==> config.mk <==
export PLATFORM = sky130hd
export DESIGN_NAME = trun_box_duration_parser_top
export DESIGN_NICKNAME = d
export VERILOG_FILES = /design/src/trun_dp_pkg.sv /design/src/trun_dp_parse.sv /design/src/trun_box_duration_parser_top.sv
export SDC_FILE = /design/constraint.sdc
export NUM_CORES = 1
export LEC_CHECK = 0
export ABC_AREA = 1
export BUFFER_PORTS_ARGS = -buffer_cell sky130_fd_sc_hd__buf_2
export CAP_MARGIN = 20
export CORE_MARGIN = 2
export CORE_UTILIZATION = 55
export DETAILED_ROUTE_END_ITERATION = 7
export PLACE_DENSITY = 0.81
export SLEW_MARGIN = 30
export SYNTH_ARGS = -nofsm -noshare
export SYNTH_HDL_FRONTEND = slang
export SYNTH_SLANG_ARGS = --single-unit
==> constraint.sdc <==
create_clock -name i_clk -period 3.53 [get_ports i_clk]
set_input_delay 1.059 -clock i_clk [delete_from_list [all_inputs] [get_ports i_clk]]
set_output_delay 1.059 -clock i_clk [all_outputs]
set_load 0.01 [all_outputs]
==> src/trun_dp_pkg.sv <==
// Shared types, constants and helpers for the track-run box duration parser.
package trun_dp_pkg;

    typedef enum logic [2:0] {
        PH_HEADER = 3'd0,
        PH_COUNT  = 3'd1,
        PH_DOFF   = 3'd2,
        PH_FFLAGS = 3'd3,
        PH_SAMPLE = 3'd4,
        PH_DONE   = 3'd5
    } t_phase;

    localparam logic [23:0] FLAG_DATA_OFFSET = 24'h000001;
    localparam logic [23:0] FLAG_FIRST_FLAGS = 24'h000004;
    // per-sample field enables sit at flag bits 8..11
    localparam int unsigned SAMPLE_FLAG_LSB  = 8;
    localparam logic [2:0]  FIELD_NONE       = 3'd4;

    typedef struct packed {
        logic [7:0]  box_version;
        logic [23:0] box_flags;
        logic [31:0] samples_declared;
        logic [31:0] duration_sum;
        logic        truncated;
    } t_result;

    // First enabled per-sample field at index >= start, FIELD_NONE if none.
    function automatic logic [2:0] next_field(input logic [3:0] en, input logic [2:0] start);
        logic [2:0] res;
        res = FIELD_NONE;
        for (int i = 3; i >= 0; i--) begin
            if (en[i] && (3'(i) >= start)) begin
                res = 3'(i);
            end
        end
        return res;
    endfunction

endpackage

==> src/trun_dp_parse.sv <==
// Parse state of one track-run box: field tracking, latched header fields, duration sum.
module trun_dp_parse
    import trun_dp_pkg::*;
(
    input  logic        i_clk,
    input  logic        i_rst_n,
    input  logic        i_step,
    input  logic [7:0]  i_data_byte,
    input  logic        i_last_byte,
    output t_result     o_result
);

    t_phase      r_phase,  n_phase;
    logic [1:0]  r_biw,    n_biw;
    logic [31:0] r_word,   n_word;
    logic [7:0]  r_ver,    n_ver;
    logic [23:0] r_flags,  n_flags;
    logic [31:0] r_count,  n_count;
    logic [31:0] r_left,   n_left;
    logic [1:0]  r_field,  n_field;
    logic [31:0] r_sum,    n_sum;

    logic [31:0] w_word;
    logic [3:0]  w_en;
    logic [2:0]  w_first;
    logic [2:0]  w_after;
    logic        w_active;

    assign w_word   = {r_word[23:0], i_data_byte};
    assign w_en     = r_flags[SAMPLE_FLAG_LSB +: 4];
    assign w_first  = next_field(w_en, 3'd0);
    assign w_after  = next_field(w_en, {1'b0, r_field} + 3'd1);
    assign w_active = (r_phase == PH_HEADER) || (r_phase == PH_COUNT) ||
                      (r_phase == PH_DOFF) || (r_phase == PH_FFLAGS) ||
                      (r_phase == PH_SAMPLE);

    // state after this byte, before the end-of-box reset
    always_comb begin
        n_phase = r_phase;
        n_biw   = r_biw;
        n_word  = r_word;
        n_ver   = r_ver;
        n_flags = r_flags;
        n_count = r_count;
        n_left  = r_left;
        n_field = r_field;
        n_sum   = r_sum;
        if (i_step && w_active) begin
            n_word = w_word;
            n_biw  = r_biw + 2'd1;
            if (r_biw == 2'd3) begin
                case (r_phase)
                    PH_HEADER: begin
                        n_ver   = w_word[31:24];
                        n_flags = w_word[23:0];
                        n_phase = PH_COUNT;
                    end
                    PH_COUNT: begin
                        n_count = w_word;
                        n_left  = w_word;
                        if ((r_flags & FLAG_DATA_OFFSET) != '0) begin
                            n_phase = PH_DOFF;
                        end else if ((r_flags & FLAG_FIRST_FLAGS) != '0) begin
                            n_phase = PH_FFLAGS;
                        end else if ((w_word == '0) || (w_first == FIELD_NONE)) begin
                            n_phase = PH_DONE;
                        end else begin
                            n_phase = PH_SAMPLE;
                            n_field = w_first[1:0];
                        end
                    end
                    PH_DOFF: begin
                        if ((r_flags & FLAG_FIRST_FLAGS) != '0) begin
                            n_phase = PH_FFLAGS;
                        end else if ((r_left == '0) || (w_first == FIELD_NONE)) begin
                            n_phase = PH_DONE;
                        end else begin
                            n_phase = PH_SAMPLE;
                            n_field = w_first[1:0];
                        end
                    end
                    PH_FFLAGS: begin
                        if ((r_left == '0) || (w_first == FIELD_NONE)) begin
                            n_phase = PH_DONE;
                        end else begin
                            n_phase = PH_SAMPLE;
                            n_field = w_first[1:0];
                        end
                    end
                    PH_SAMPLE: begin
                        if (r_field == 2'd0) begin
                            n_sum = r_sum + w_word;
                        end
                        if (w_after == FIELD_NONE) begin
                            n_left = r_left - 32'd1;
                            if (r_left == 32'd1) begin
                                n_phase = PH_DONE;
                            end else begin
                                n_field = w_first[1:0];
                            end
                        end else begin
                            n_field = w_after[1:0];
                        end
                    end
                    default: begin
                    end
                endcase
            end
        end
    end

    always_comb begin
        o_result.box_version      = n_ver;
        o_result.box_flags        = n_flags;
        o_result.samples_declared = n_count;
        o_result.duration_sum     = n_sum;
        o_result.truncated        = (n_phase != PH_DONE);
    end

    always_ff @(posedge i_clk) begin
        if (!i_rst_n || (i_step && i_last_byte)) begin
            r_phase <= PH_HEADER;
            r_biw   <= '0;
            r_word  <= '0;
            r_ver   <= '0;
            r_flags <= '0;
            r_count <= '0;
            r_left  <= '0;
            r_field <= '0;
            r_sum   <= '0;
        end else begin
            r_phase <= n_phase;
            r_biw   <= n_biw;
            r_word  <= n_word;
            r_ver   <= n_ver;
            r_flags <= n_flags;
            r_count <= n_count;
            r_left  <= n_left;
            r_field <= n_field;
            r_sum   <= n_sum;
        end
    end

endmodule

==> src/trun_box_duration_parser_top.sv <==
// Track-run box duration parser: one payload byte per request in, one summary per box out.
// A byte is registered in the input stage on acceptance and parsed from there; the summary
// for a box is registered in the output register when its last byte is parsed.
// Throughput: one byte per cycle; the input stage only stalls when a last byte waits
// on a full, unaccepted output register.
// Reset (i_rst_n low, synchronous) empties both stages and returns the parser to the header.
module trun_box_duration_parser_top
    import trun_dp_pkg::*;
(
    input  logic        i_clk,
    input  logic        i_rst_n,
    input  logic        i_in_valid,
    output logic        o_in_ready,
    input  logic [7:0]  i_data_byte,
    input  logic        i_last_byte,
    output logic        o_out_valid,
    input  logic        i_out_ready,
    output logic [7:0]  o_box_version,
    output logic [23:0] o_box_flags,
    output logic [31:0] o_samples_declared,
    output logic [31:0] o_duration_sum,
    output logic        o_truncated
);

    logic        r_in_valid;
    logic [7:0]  r_in_data;
    logic        r_in_last;
    logic        r_out_valid;
    t_result     r_out;
    t_result     w_result;
    logic        w_step;

    // a last byte needs room in the output register; other bytes always advance
    assign w_step     = r_in_valid && (!r_in_last || !r_out_valid || i_out_ready);
    assign o_in_ready = !r_in_valid || w_step;

    always_ff @(posedge i_clk) begin
        if (!i_rst_n) begin
            r_in_valid <= 1'b0;
        end else if (o_in_ready) begin
            r_in_valid <= i_in_valid;
        end
    end

    always_ff @(posedge i_clk) begin
        if (i_in_valid && o_in_ready) begin
            r_in_data <= i_data_byte;
            r_in_last <= i_last_byte;
        end
    end

    trun_dp_parse u_parse (
        .i_clk       (i_clk),
        .i_rst_n     (i_rst_n),
        .i_step      (w_step),
        .i_data_byte (r_in_data),
        .i_last_byte (r_in_last),
        .o_result    (w_result)
    );

    always_ff @(posedge i_clk) begin
        if (!i_rst_n) begin
            r_out_valid <= 1'b0;
        end else if (w_step && r_in_last) begin
            r_out_valid <= 1'b1;
        end else if (i_out_ready) begin
            r_out_valid <= 1'b0;
        end
    end

    always_ff @(posedge i_clk) begin
        if (w_step && r_in_last) begin
            r_out <= w_result;
        end
    end

    assign o_out_valid        = r_out_valid;
    assign o_box_version      = r_out.box_version;
    assign o_box_flags        = r_out.box_flags;
    assign o_samples_declared = r_out.samples_declared;
    assign o_duration_sum     = r_out.duration_sum;
    assign o_truncated        = r_out.truncated;

    a_ready_only_when_full: assert property (@(posedge i_clk) disable iff (!i_rst_n)
        !o_in_ready |-> r_in_valid)
        else $error("input stage stalled while empty");

    a_result_from_last: assert property (@(posedge i_clk) disable iff (!i_rst_n)
        $rose(o_out_valid) |-> $past(r_in_valid && r_in_last))
        else $error("result produced without a last byte");

    a_result_drains: assert property (@(posedge i_clk) disable iff (!i_rst_n)
        (o_out_valid && i_out_ready && !(w_step && r_in_last)) |=> !o_out_valid)
        else $error("result repeated after being taken");

    a_no_overwrite: assert property (@(posedge i_clk) disable iff (!i_rst_n)
        (o_out_valid && !i_out_ready && r_in_valid && r_in_last) |-> !w_step)
        else $error("pending result overwritten");

endmodule
Yosys cells after proc, flatten, opt, wreduce, memory -nomap -nowiden --
Index checks and enable logic that the tools add are counted.
Storage, ports and cells: output and inout port bits 99, bits of input ports 13, word-level logic and storage cells 115, flip-flop bits (word level) 267
Cells by class: $add $sub $neg 4, mux-type cells 43, $lt $le $gt $ge 4, equality and inequality tests 15, reduce and logical (&&, ||, !) cells 31
Operators with widths (count):
- 32-bit 2-to-1 mux | 8
- 24-bit 2-to-1 mux | 3
- 32-bit logical NOT | 2
- 32-bit one-hot mux with 2 select lines | 1
- 3-bit 2-to-1 mux | 15
- 32-bit adder | 1
- 32-bit by 1-bit equality test with 1-bit output, second input constant | 1
- 32-bit by 1-bit subtractor with 32-bit output, second input constant | 1
- 8-bit 2-to-1 mux | 3
- 3-bit one-hot mux with 5 select lines | 1
- 2-bit 2-to-1 mux | 7
- 1-bit logical OR | 10
- 2-bit != test, second input constant | 5
- 3-bit equality test, second input constant | 3
- 1-bit logical AND | 8
- 2-bit one-hot mux with 4 select lines | 1
- 8-bit AND reduction | 1
- 3-bit by 2-bit equality test with 1-bit output, second input constant | 2
- 1-bit by 3-bit >= comparator with 1-bit output, first input constant | 2
- 2-bit by 3-bit >= comparator with 1-bit output, first input constant | 2
- 3-bit != test, second input constant | 2
- 1-bit logical NOT | 4
- 1-bit 2-to-1 mux | 4
- 4-bit AND reduction | 1
- 8 further kinds | 9

Logic depth before layout (Yosys ltp) --
Gate-level depths: netlist of run 1.
word-level depth 13, mapped depth 17, depth with buffers taken out 17

Modules after synthesis --
Synthesis of run 1 repeated with hierarchy kept, for this count alone.
Unflattened totals: cell total of the unflattened synthesis 1787, area, all modules 13412.9 µm²
Modules (own cells, without submodules):
- trun_dp_parse | sequential area each 3183.1 µm², cells an instance 1663, times used 1, area each 10110.9 µm²
- trun_box_duration_parser_top | sequential area each 3223.1 µm², cells an instance 124, times used 1, area each 3301.9 µm²

Worst setup path after synthesis of run 1 --
No wires, ideal clock.
path type input port to flip-flop, start input port i_out_ready, end register r_out, in the netlist o_box_flags[0], enable pin, stages 4, setup slack -76 ps, library setup time 451 ps, required time 3079 ps, buffers on the path 0, arrival 3155 ps, cells stage by stage nor2_1 nand2_1 nand3_1 inv_1
On the way: word-level cells in the longest chain between the ends 3
RTL lines:
- start, declared | RTL line trun_box_duration_parser_top.sv:17 | input logic i_out_ready,
- 1-bit logical OR | RTL line trun_box_duration_parser_top.sv:34 | assign w_step = r_in_valid && (!r_in_last || !r_out_valid || i_out_ready);
- 1-bit logical AND | RTL line trun_box_duration_parser_top.sv:34
- 1-bit logical AND | RTL line trun_box_duration_parser_top.sv:72 | if (w_step && r_in_last) begin
- end signal, assigned | RTL line trun_box_duration_parser_top.sv:73 | r_out <= w_result;
- end, declared | RTL line trun_box_duration_parser_top.sv:29 | t_result r_out;
No other way between the ends. A chain may end at the register's enable or synchronous reset.

Final worst setup path of run 1 --
start input port i_out_ready, end output port o_in_ready
On the way: word-level cells in the longest chain between the ends 3
RTL lines:
- 1-bit logical OR | RTL line trun_box_duration_parser_top.sv:34
- 1-bit logical AND | RTL line trun_box_duration_parser_top.sv:34
- 1-bit logical OR | RTL line trun_box_duration_parser_top.sv:35 | assign o_in_ready = !r_in_valid || w_step;
- end, declared | RTL line trun_box_duration_parser_top.sv:13 | output logic o_in_ready,
No other way between the ends.

==> results of run 1 <==
==> cells by family after synthesis <==
logic type | share of synthesized area
simple gates | 0.241
buf+inv | 0.101
compound gates | 0.145
flops | 0.467
fa+ha+maj | 0.0334
xor+xnor | 0.0115
==> state kept, by name, indices dropped and copies added (netlist names), 2 cells and up <==
signal	count
o_box_version	8
u_parse.r_sum	32
o_duration_sum	32
o_samples_declared	32
u_parse.r_field	2
u_parse.r_flags	24
u_parse.r_word	24
u_parse.r_left	32
r_in_data	8
u_parse.r_biw	2
u_parse.r_count	32
o_box_flags	24
u_parse.r_phase	3
u_parse.r_ver	8
==> worst max-delay path, stage by stage <==
cell                      delay [ns]
sky130_fd_sc_hd__buf_2          0.10
sky130_fd_sc_hd__nor2_1         0.16
sky130_fd_sc_hd__nand3_1        0.14
sky130_fd_sc_hd__buf_2          0.17
==> where the power goes <==
| part | total [uW] | switching [uW] | internal [uW] |
|---|---|---|---|
| sequential | 3310 | 57.6 | 3250 |
| clock | 2960 | 1210 | 1740 |
| combinational | 310 | 222 | 87.9 |
| total | 6580 | 1490 | 5080 |
==> area by class of cell <==
class,instances,area share
clock buffers,35,0.0492
clock inverters,17,0.0111
inverters,278,0.0681
multi-input cells,1141,0.384
flip-flops and latches,267,0.415
well taps,324,0.0263
repair buffers,124,0.0464
==> placed cells by master, fill, tap and decap left out, types with 3 or more instances in the layout <==
cell	count
sky130_fd_sc_hd__nand2_1	379
sky130_fd_sc_hd__inv_1	273
sky130_fd_sc_hd__nor2_1	170
sky130_fd_sc_hd__dfxtp_1	161
sky130_fd_sc_hd__a21oi_1	156
sky130_fd_sc_hd__buf_2	111
sky130_fd_sc_hd__edfxtp_1	106
sky130_fd_sc_hd__o21ai_0	79
sky130_fd_sc_hd__nand3_1	77
sky130_fd_sc_hd__or2_2	66
sky130_fd_sc_hd__a211oi_1	50
sky130_fd_sc_hd__ha_1	35
sky130_fd_sc_hd__clkbuf_16	29
sky130_fd_sc_hd__a211oi_2	16
sky130_fd_sc_hd__nor3_1	15
sky130_fd_sc_hd__xnor2_1	13
sky130_fd_sc_hd__nand4_1	12
sky130_fd_sc_hd__o211ai_1	11
sky130_fd_sc_hd__clkinv_2	8
sky130_fd_sc_hd__buf_4	8
sky130_fd_sc_hd__o21bai_1	7
sky130_fd_sc_hd__or2_1	7
sky130_fd_sc_hd__nand3b_1	6
sky130_fd_sc_hd__o21ai_1	6
sky130_fd_sc_hd__nor2_4	5
sky130_fd_sc_hd__xor2_1	5
sky130_fd_sc_hd__clkbuf_1	5
sky130_fd_sc_hd__buf_12	5
sky130_fd_sc_hd__inv_2	3
sky130_fd_sc_hd__nor2_2	3
sky130_fd_sc_hd__bufinv_16	3
==> stage by stage <==
stage	utilization	instance area [um2]
detailed placement	0.594	14500
global route	0.632	15400
global placement	0.594	14500
finish	0.632	15400
floorplan	-	13700
CTS	0.632	15400
==> metal layers <==
metal	vias to the layer above	GRT usage
met5	-	0
li1	5858	-
met3	64	0.0401
met1	5328	0.359
met4	0	0.0708
met2	419	0.416
==> Yosys cell counts (all sizes together) <==
cell	number
nand2	383
inv	278
nor2	179
dfxtp	161
a21oi	156
edfxtp	106
o21ai	85
nand3	78
or2	73
a211oi	66
buf	38
ha	35
clkbuf	23
nor3	17
xnor2	13
nand4	12
o211ai	11
o21bai	7
nand3b	6
xor2	5
nor4	2
o21a	2
o31ai	2
a21boi	1
a22oi	1
a31oi	1
and2	1
and3	1
fa	1
nor3b	1
o221ai	1
o22ai	1
==> path summary, 6_finish.rpt <==
| check | endpoint | slack, ns | cells after the start |
|---|---|---|---|
| max | o_in_ready | 0.85 | 4 |
| max reg2reg | o_duration_sum[22] | 0.91 | 17 |
| min reg2reg | u_parse.r_biw[0] | 0.46 | 1 |
| min | u_parse.r_biw[0] | 0.46 | 1 |
==> summary.md, run 1 <==
| Metric | Value |
|---|---|
| Post-route DRC | `0` |
| Full die area | `about 0.026 mm2` |
| Placed insts | `around 2100` |
| Setup Fix Bufs, Post-CTS | `0` |
| DRT iter0 DRCs | `1116` |
| Number of antenna violations at the first check in global routing | `0` |
| Post-Synthesis Net Count | `1796` |
| Number of global-route vias before repair | `10600` |
| Area overhead of the layout relative to synthesis | `12.5%` |
| Sequential element share of the synthesized area | `0.467` |
| Number of gates given a new drive strength after cts | `0` |
| Die width | `around 160 um` |
| Antenna diode count | `0` |
| Pin count of the biggest net entering global routing | `99` |
| Post-DRT Antenna Nets | `0` |
| Max Cap Violations | `0` |
| Std cell rows | `57` |
| CTS Buffer Depth | `3` |
| Type of the worst setup path | `input port to primary output` |
| Number of hold buffers added after cts | `0` |
| Netlist area before placement | `0.0137 mm2` |
| Top fanout value on the critical path | `3` |
| Tmin final | `2.68 ns` |
| Post-synthesis register bit count | `267` |
| CP startpoint kind | `input port` |
| Number of distinct library cells after synthesis | `49` |
| Average routed wire per standard cell | `15.6 um` |
| CTS H-tree lvls | `1` |
| Routed met3 length | `2440 um` |
| Worst max-slew margin expressed relative to the limit | `0.577` |
| Vertical die dimension | `162 um` |
| Clock-pin slew reported for the worst setup and hold paths after clock tree synthesis | `about 0.060 ns` |
| Total core area | `~0.024 mm2` |
| Critical path endpoint category | `primary output` |
| Fraction of synthesized cell area taken by the top area cell type | `0.235` |
| Slew of the pin with the lowest slew margin | `between 0.6 and 0.7 ns` |
| Setup repair after global routing missed its margin | `no` |
| Final setup slack of the worst path | `roughly 0.85 ns` |
| Finished Layout Cells | `around 2200` |
| Post-detailed-route via-to-cell ratio | `around 5.3` |
| Max Transition Viols Final | `0` |
| Setup-violating endpoint count in the final report | `0` |
| Areal power density over the cells | `426 mW/mm2` |
| Final-stage net count | `1889` |
| Wire length of the first global-routing pass | `between 50000 and 60000 um` |
| Total length of routed wires | `34000 um` |
| Peak Freq | `approximately 370 MHz` |
| Data arrival time of the critical path | `1.62 ns` |
| Sequential standard cell area | `0.00641 mm2` |
| Startpoint of the tightest hold check path | `u_parse.r_biw[0]` |
| Cell accounting for the most synthesized area | `sky130_fd_sc_hd__dfxtp_1` |
| Placer Congestion | `0.952` |
| Vias after detailed routing | `roughly 12000` |
| Yosys Warn Count | `0` |
| Startpoint of the worst setup timing path | `i_out_ready` |
| Overall power | `about 6600 uW` |
| Static power due to leakage | `around 0.0071 uW` |
| Result of the run | `finished, final reports clean` |
| Tightest Hold Check Type | `flop to flop` |
| Clock Skew | `0.0111 ns` |
| GRT Residual Overflow | `0` |
| All-layer global routing usage | `0.257` |
| Share of layout cells above drive strength 1 | `0.147` |
| Final-layout setup total negative slack | `0 ns` |
| Insertion delay of the later-clocked pin in the worst-skew pair | `approximately 0.54 ns` |
| Starting Density | `0.562` |
| Critical R2R Launch | `r_in_data[0]` |
| Total area of multi-input combinational cells | `0.00592 mm2` |
| Most area-consuming cells after synthesis | `sky130_fd_sc_hd__dfxtp_1 (24%), sky130_fd_sc_hd__edfxtp_1 (23%), sky130_fd_sc_hd__nand2_1 (10%)` |
| Synth Instances | `about 1700` |
| Worst slack at placement | `between 0.6 and 0.7 ns` |
| Length of routed met2 wiring | `15300 um` |
| Count of fill cells added during filler insertion | `2108` |
| Number of buffers created by CTS | `28` |
| Number of I/O port buffers | `~110` |
| Final count of hold timing violations | `0` |
| Largest voltage drop on the vdd net | `about 390 uV` |
| Highest metal layer used by the detailed router | `met4` |
| Worst slack on hold paths | `0.457 ns` |
| Clock tree from TritonCTS | `built` |
| Clock Sinks | `around 270` |
| Fin crit share | `0.758` |
| Required time of the critical path | `around 2.5 ns` |
| Root Buffer | `sky130_fd_sc_hd__clkbuf_16` |
| Mean area per synthesized cell | `between 7 and 8 um2` |
| M1 wire length | `15300 um` |
| Top-level I/O count | `112` |
| Detailed Place HPWL | `24100 um` |
| Drt first pass iters | `6` |
Note: power is estimated with default switching activity, not from simulation.
==> inputs of run 2 (changes only) <==
--- a/config.mk
+++ b/config.mk
@@ -9,9 +9,9 @@
 export BUFFER_PORTS_ARGS = -buffer_cell sky130_fd_sc_hd__buf_2
 export CAP_MARGIN = 20
 export CORE_MARGIN = 2
-export CORE_UTILIZATION = 55
+export CORE_UTILIZATION = 60
 export DETAILED_ROUTE_END_ITERATION = 7
-export PLACE_DENSITY = 0.81
+export PLACE_DENSITY = 0.84
 export SLEW_MARGIN = 30
 export SYNTH_ARGS = -nofsm -noshare
 export SYNTH_HDL_FRONTEND = slang
==> constraint.sdc (replaced) <==
create_clock -name i_clk -period 2.7 [get_ports i_clk]
set_input_delay 0.81 -clock i_clk [delete_from_list [all_inputs] [get_ports i_clk]]
set_output_delay 0.81 -clock i_clk [all_outputs]
set_load 0.01 [all_outputs]
==> run 2 against run 1 <==
Net effect: routed wire length rose by 8.9%; sequential share of layout area fell by 0.52 points; via count rose by 3.8%; critical path type is now flop to flop; critical endpoint is now o_duration_sum[22]; largest cell class unchanged.
==> summary.md, run 2 (synthesis results as in run 1) <==
| Metric | Value |
|---|---|
| Data arrival time of the critical path | `2.79 ns (+1.17 ns)` |
| DRT iter0 DRCs | `1012 (-9.3%)` |
| Worst max-slew margin expressed relative to the limit | `0.529 (-0.0488)` |
| Critical path capture point | `o_duration_sum[22]` |
| Detailed Place HPWL | `26300 um (+8.9%)` |
| Post-detailed-route via-to-cell ratio | `5.58 (+4.4%)` |
| Overall power | `8710 uW (+33%)` |
| Setup Fix Bufs, Post-CTS | `0 (unchanged)` |
| Top fanout value on the critical path | `4 (+1)` |
| Total core area | `0.0225 mm2 (-7.7%)` |
| Number of buffers created by CTS | `29 (+3.6%)` |
| Pin count of the biggest net entering global routing | `129 (+30%)` |
| Final-layout setup total negative slack | `0 ns (unchanged)` |
| Number of hold buffers added after cts | `0 (unchanged)` |
| Clock-pin slew reported for the worst setup and hold paths after clock tree synthesis | `0.06 ns (about the same)` |
| Starting Density | `0.609 (+0.0471)` |
| Tmin final | `2.47 ns` |
| Startpoint of the worst setup timing path | `r_in_data[0]` |
| Static power due to leakage | `0.00724 uW (+1.8%)` |
| Reg-to-reg endpoint | `o_duration_sum[22]` |
| Critical-path top delay cell | `sky130_fd_sc_hd__fa_1` |
| Most frequent cells in the layout | `sky130_fd_sc_hd__nand2_1 (378), sky130_fd_sc_hd__inv_1 (273), sky130_fd_sc_hd__nor2_1 (169), sky130_fd_sc_hd__dfxtp_1 (161), sky130_fd_sc_hd__a21oi_1 (156)` |
| Peak Freq | `405 MHz` |
| Critical R2R Launch | `r_in_data[0]` |
| Tightest Hold Check Type | `input port to flop` |
| CP startpoint kind | `flop` |
| List of cells traversed by the critical path | `ha_1, inv_1, fa_1, inv_1, nand3_1, nand2_1, nand2_1, nand2_1, nand2_1, nand2_1, nand2_1, nand2_1, nand2_1, nand2_1, nand2_1, nand2_1, inv_1` |
| Root Buffer | `sky130_fd_sc_hd__clkbuf_16` |
| Depth of the worst register-to-register path | `17 (unchanged)` |
| CTS H-tree lvls | `1 (unchanged)` |
| Post-route DRC | `0 (unchanged)` |
| Final count of hold timing violations | `0 (unchanged)` |
| Startpoint of the tightest hold check path | `i_last_byte` |
| Sequential standard cell area | `0.00641 mm2 (unchanged)` |
| Clock tree from TritonCTS | `built` |
| Share of layout cells above drive strength 1 | `0.158 (+0.0113)` |
| Most common library cell in the layout ignoring fill and taps | `sky130_fd_sc_hd__nand2_1` |
| Total area of multi-input combinational cells | `0.00593 mm2 (+0.25%)` |
| Final-stage net count | `1913 (+1.3%)` |
| Standard cell area after detailed placement | `0.0147 mm2 (+1.2%)` |
| Result of the run | `finished, final reports clean` |
| Full die area | `0.0241 mm2 (-8.1%)` |
| Setup slack, reg-to-reg | `0.23 ns (-0.68 ns)` |
| Setup repair after global routing missed its margin | `no` |
| Count of fill cells added during filler insertion | `1779 (-16%)` |
| Vias after detailed routing | `12100 (+3.8%)` |
| Fin crit share | `0.914` |
| Crit path largest cell delay | `0.40 ns (+0.23 ns)` |
| Drt first pass iters | `8 (+2)` |
| Number of I/O port buffers | `111 (unchanged)` |
| Insertion delay of the later-clocked pin in the worst-skew pair | `0.57 ns (+0.03 ns)` |
| Required time of the critical path | `3.02 ns (+0.55 ns)` |
| Clock Sinks | `267 (unchanged)` |
| Slew of the pin with the lowest slew margin | `0.707 ns (+0.0733 ns)` |
| Largest voltage drop on the vdd net | `526 uV (+36%)` |
| Area overhead of the layout relative to synthesis | `14.0%` |
| Average routed wire per standard cell | `17.0 um (+9.6%)` |
| Worst slack on hold paths | `0.419 ns (-0.0381 ns)` |
| Antenna diode count | `0 (unchanged)` |
| Max Transition Viols Final | `0 (unchanged)` |
| Top-level I/O count | `112 (unchanged)` |
| Number of global-route vias before repair | `11300 (+6.7%)` |
| Total length of routed wires | `37000 um (+8.9%)` |
| Max Cap Violations | `0 (unchanged)` |
| Clock Skew | `0.0162 ns (+0.00506 ns)` |
| Most frequent cell on the critical path | `sky130_fd_sc_hd__nand2_1` |
| Wire length of the first global-routing pass | `57900 um (+6.8%)` |
| All-layer global routing usage | `0.302 (+0.0457)` |
| Final Core Density | `0.694 (+0.0617)` |
| Number of gates given a new drive strength after cts | `0 (unchanged)` |
| Areal power density over the cells | `558 mW/mm2 (+31%)` |
| GRT Residual Overflow | `0 (unchanged)` |
| Type of the worst setup path | `flop to flop` |
| Post-DRT Antenna Nets | `0 (unchanged)` |
| Number of antenna violations at the first check in global routing | `0 (unchanged)` |
| Placer Congestion | `0.972 (+2.1%)` |
| Vertical die dimension | `155 um (-4.2%)` |
| Final standard cell area without fillers | `0.0156 mm2 (+1.3%)` |
| Critical path endpoint category | `flop` |
| Die width | `155 um (-4.2%)` |
| Setup-violating endpoint count in the final report | `0 (unchanged)` |
| CTS Buffer Depth | `3 (unchanged)` |
| Std cell rows | `55 (-3.5%)` |
-- run 2: changes by cell type in the layout (fill, tap and decap cells not counted), sizes merged --
cell,delta
inv,+1
bufinv,-1
clkinv,-4
clkinvlp,+1
buf,+23
clkbuf,+5
-- run 2: report_power, final --
group	switching [uW]	internal (uW)	total, uW
registers	66.5	4250	4320
logic	323	131	453
clock network	1660	2290	3940
total	2050	6670	8710
-- run 2: worst min path at each step --
stage	slack [ns]	cells past startpoint	end
3_3_place_gp	0.45	1	u_parse.r_biw[0]
5_1_grt	0.41	1	r_in_last
3_5_place_dp	0.47	1	u_parse.r_biw[0]
4_1_cts	0.40	1	r_in_data[2]
6_report	0.42	1	r_in_last
2_1_floorplan	0.43	1	u_parse.r_biw[0]
-- run 2: area by class of cell --
class	instances	area share
clock buffer	40	0.0517
sequential	267	0.410
timing repair buffer	147	0.0593
clock inverter	14	0.00897
tap	285	0.0228
inverter	278	0.0672
multi-input combinational	1141	0.380
-- run 2: critical path, delay by kind of cell, from the launching register on --
kind	cells	cell delay, ns
buffers and inverters	3	0.21
adder cells (fa/ha/maj)	2	0.59
AND/OR/NAND/NOR	12	1.07
flip-flops	1	0.35
-- run 2: metrics by stage --
| stage | cells | setup slack, ns |
|---|---|---|
| final | 2172 | 0.233 |
| after global routing | 2172 | 0.0397 |
| after CTS | 2172 | 0.275 |
| after detailed placement | 2118 | 0.203 |
| after global placement | 2118 | 0.253 |
| after floorplan | 1747 | -0.151 |
-- run 2: metal layers --
metal  up-vias  GRT usage  routed length (um)  part of all wire
met5         -          0                   0                 0
met4         0      0.124                1670             0.045
met3       103     0.0451                2930             0.079
met2       539      0.498               16900              0.46
met1      5575      0.402               15500              0.42
li1       5892          -                   -                 -
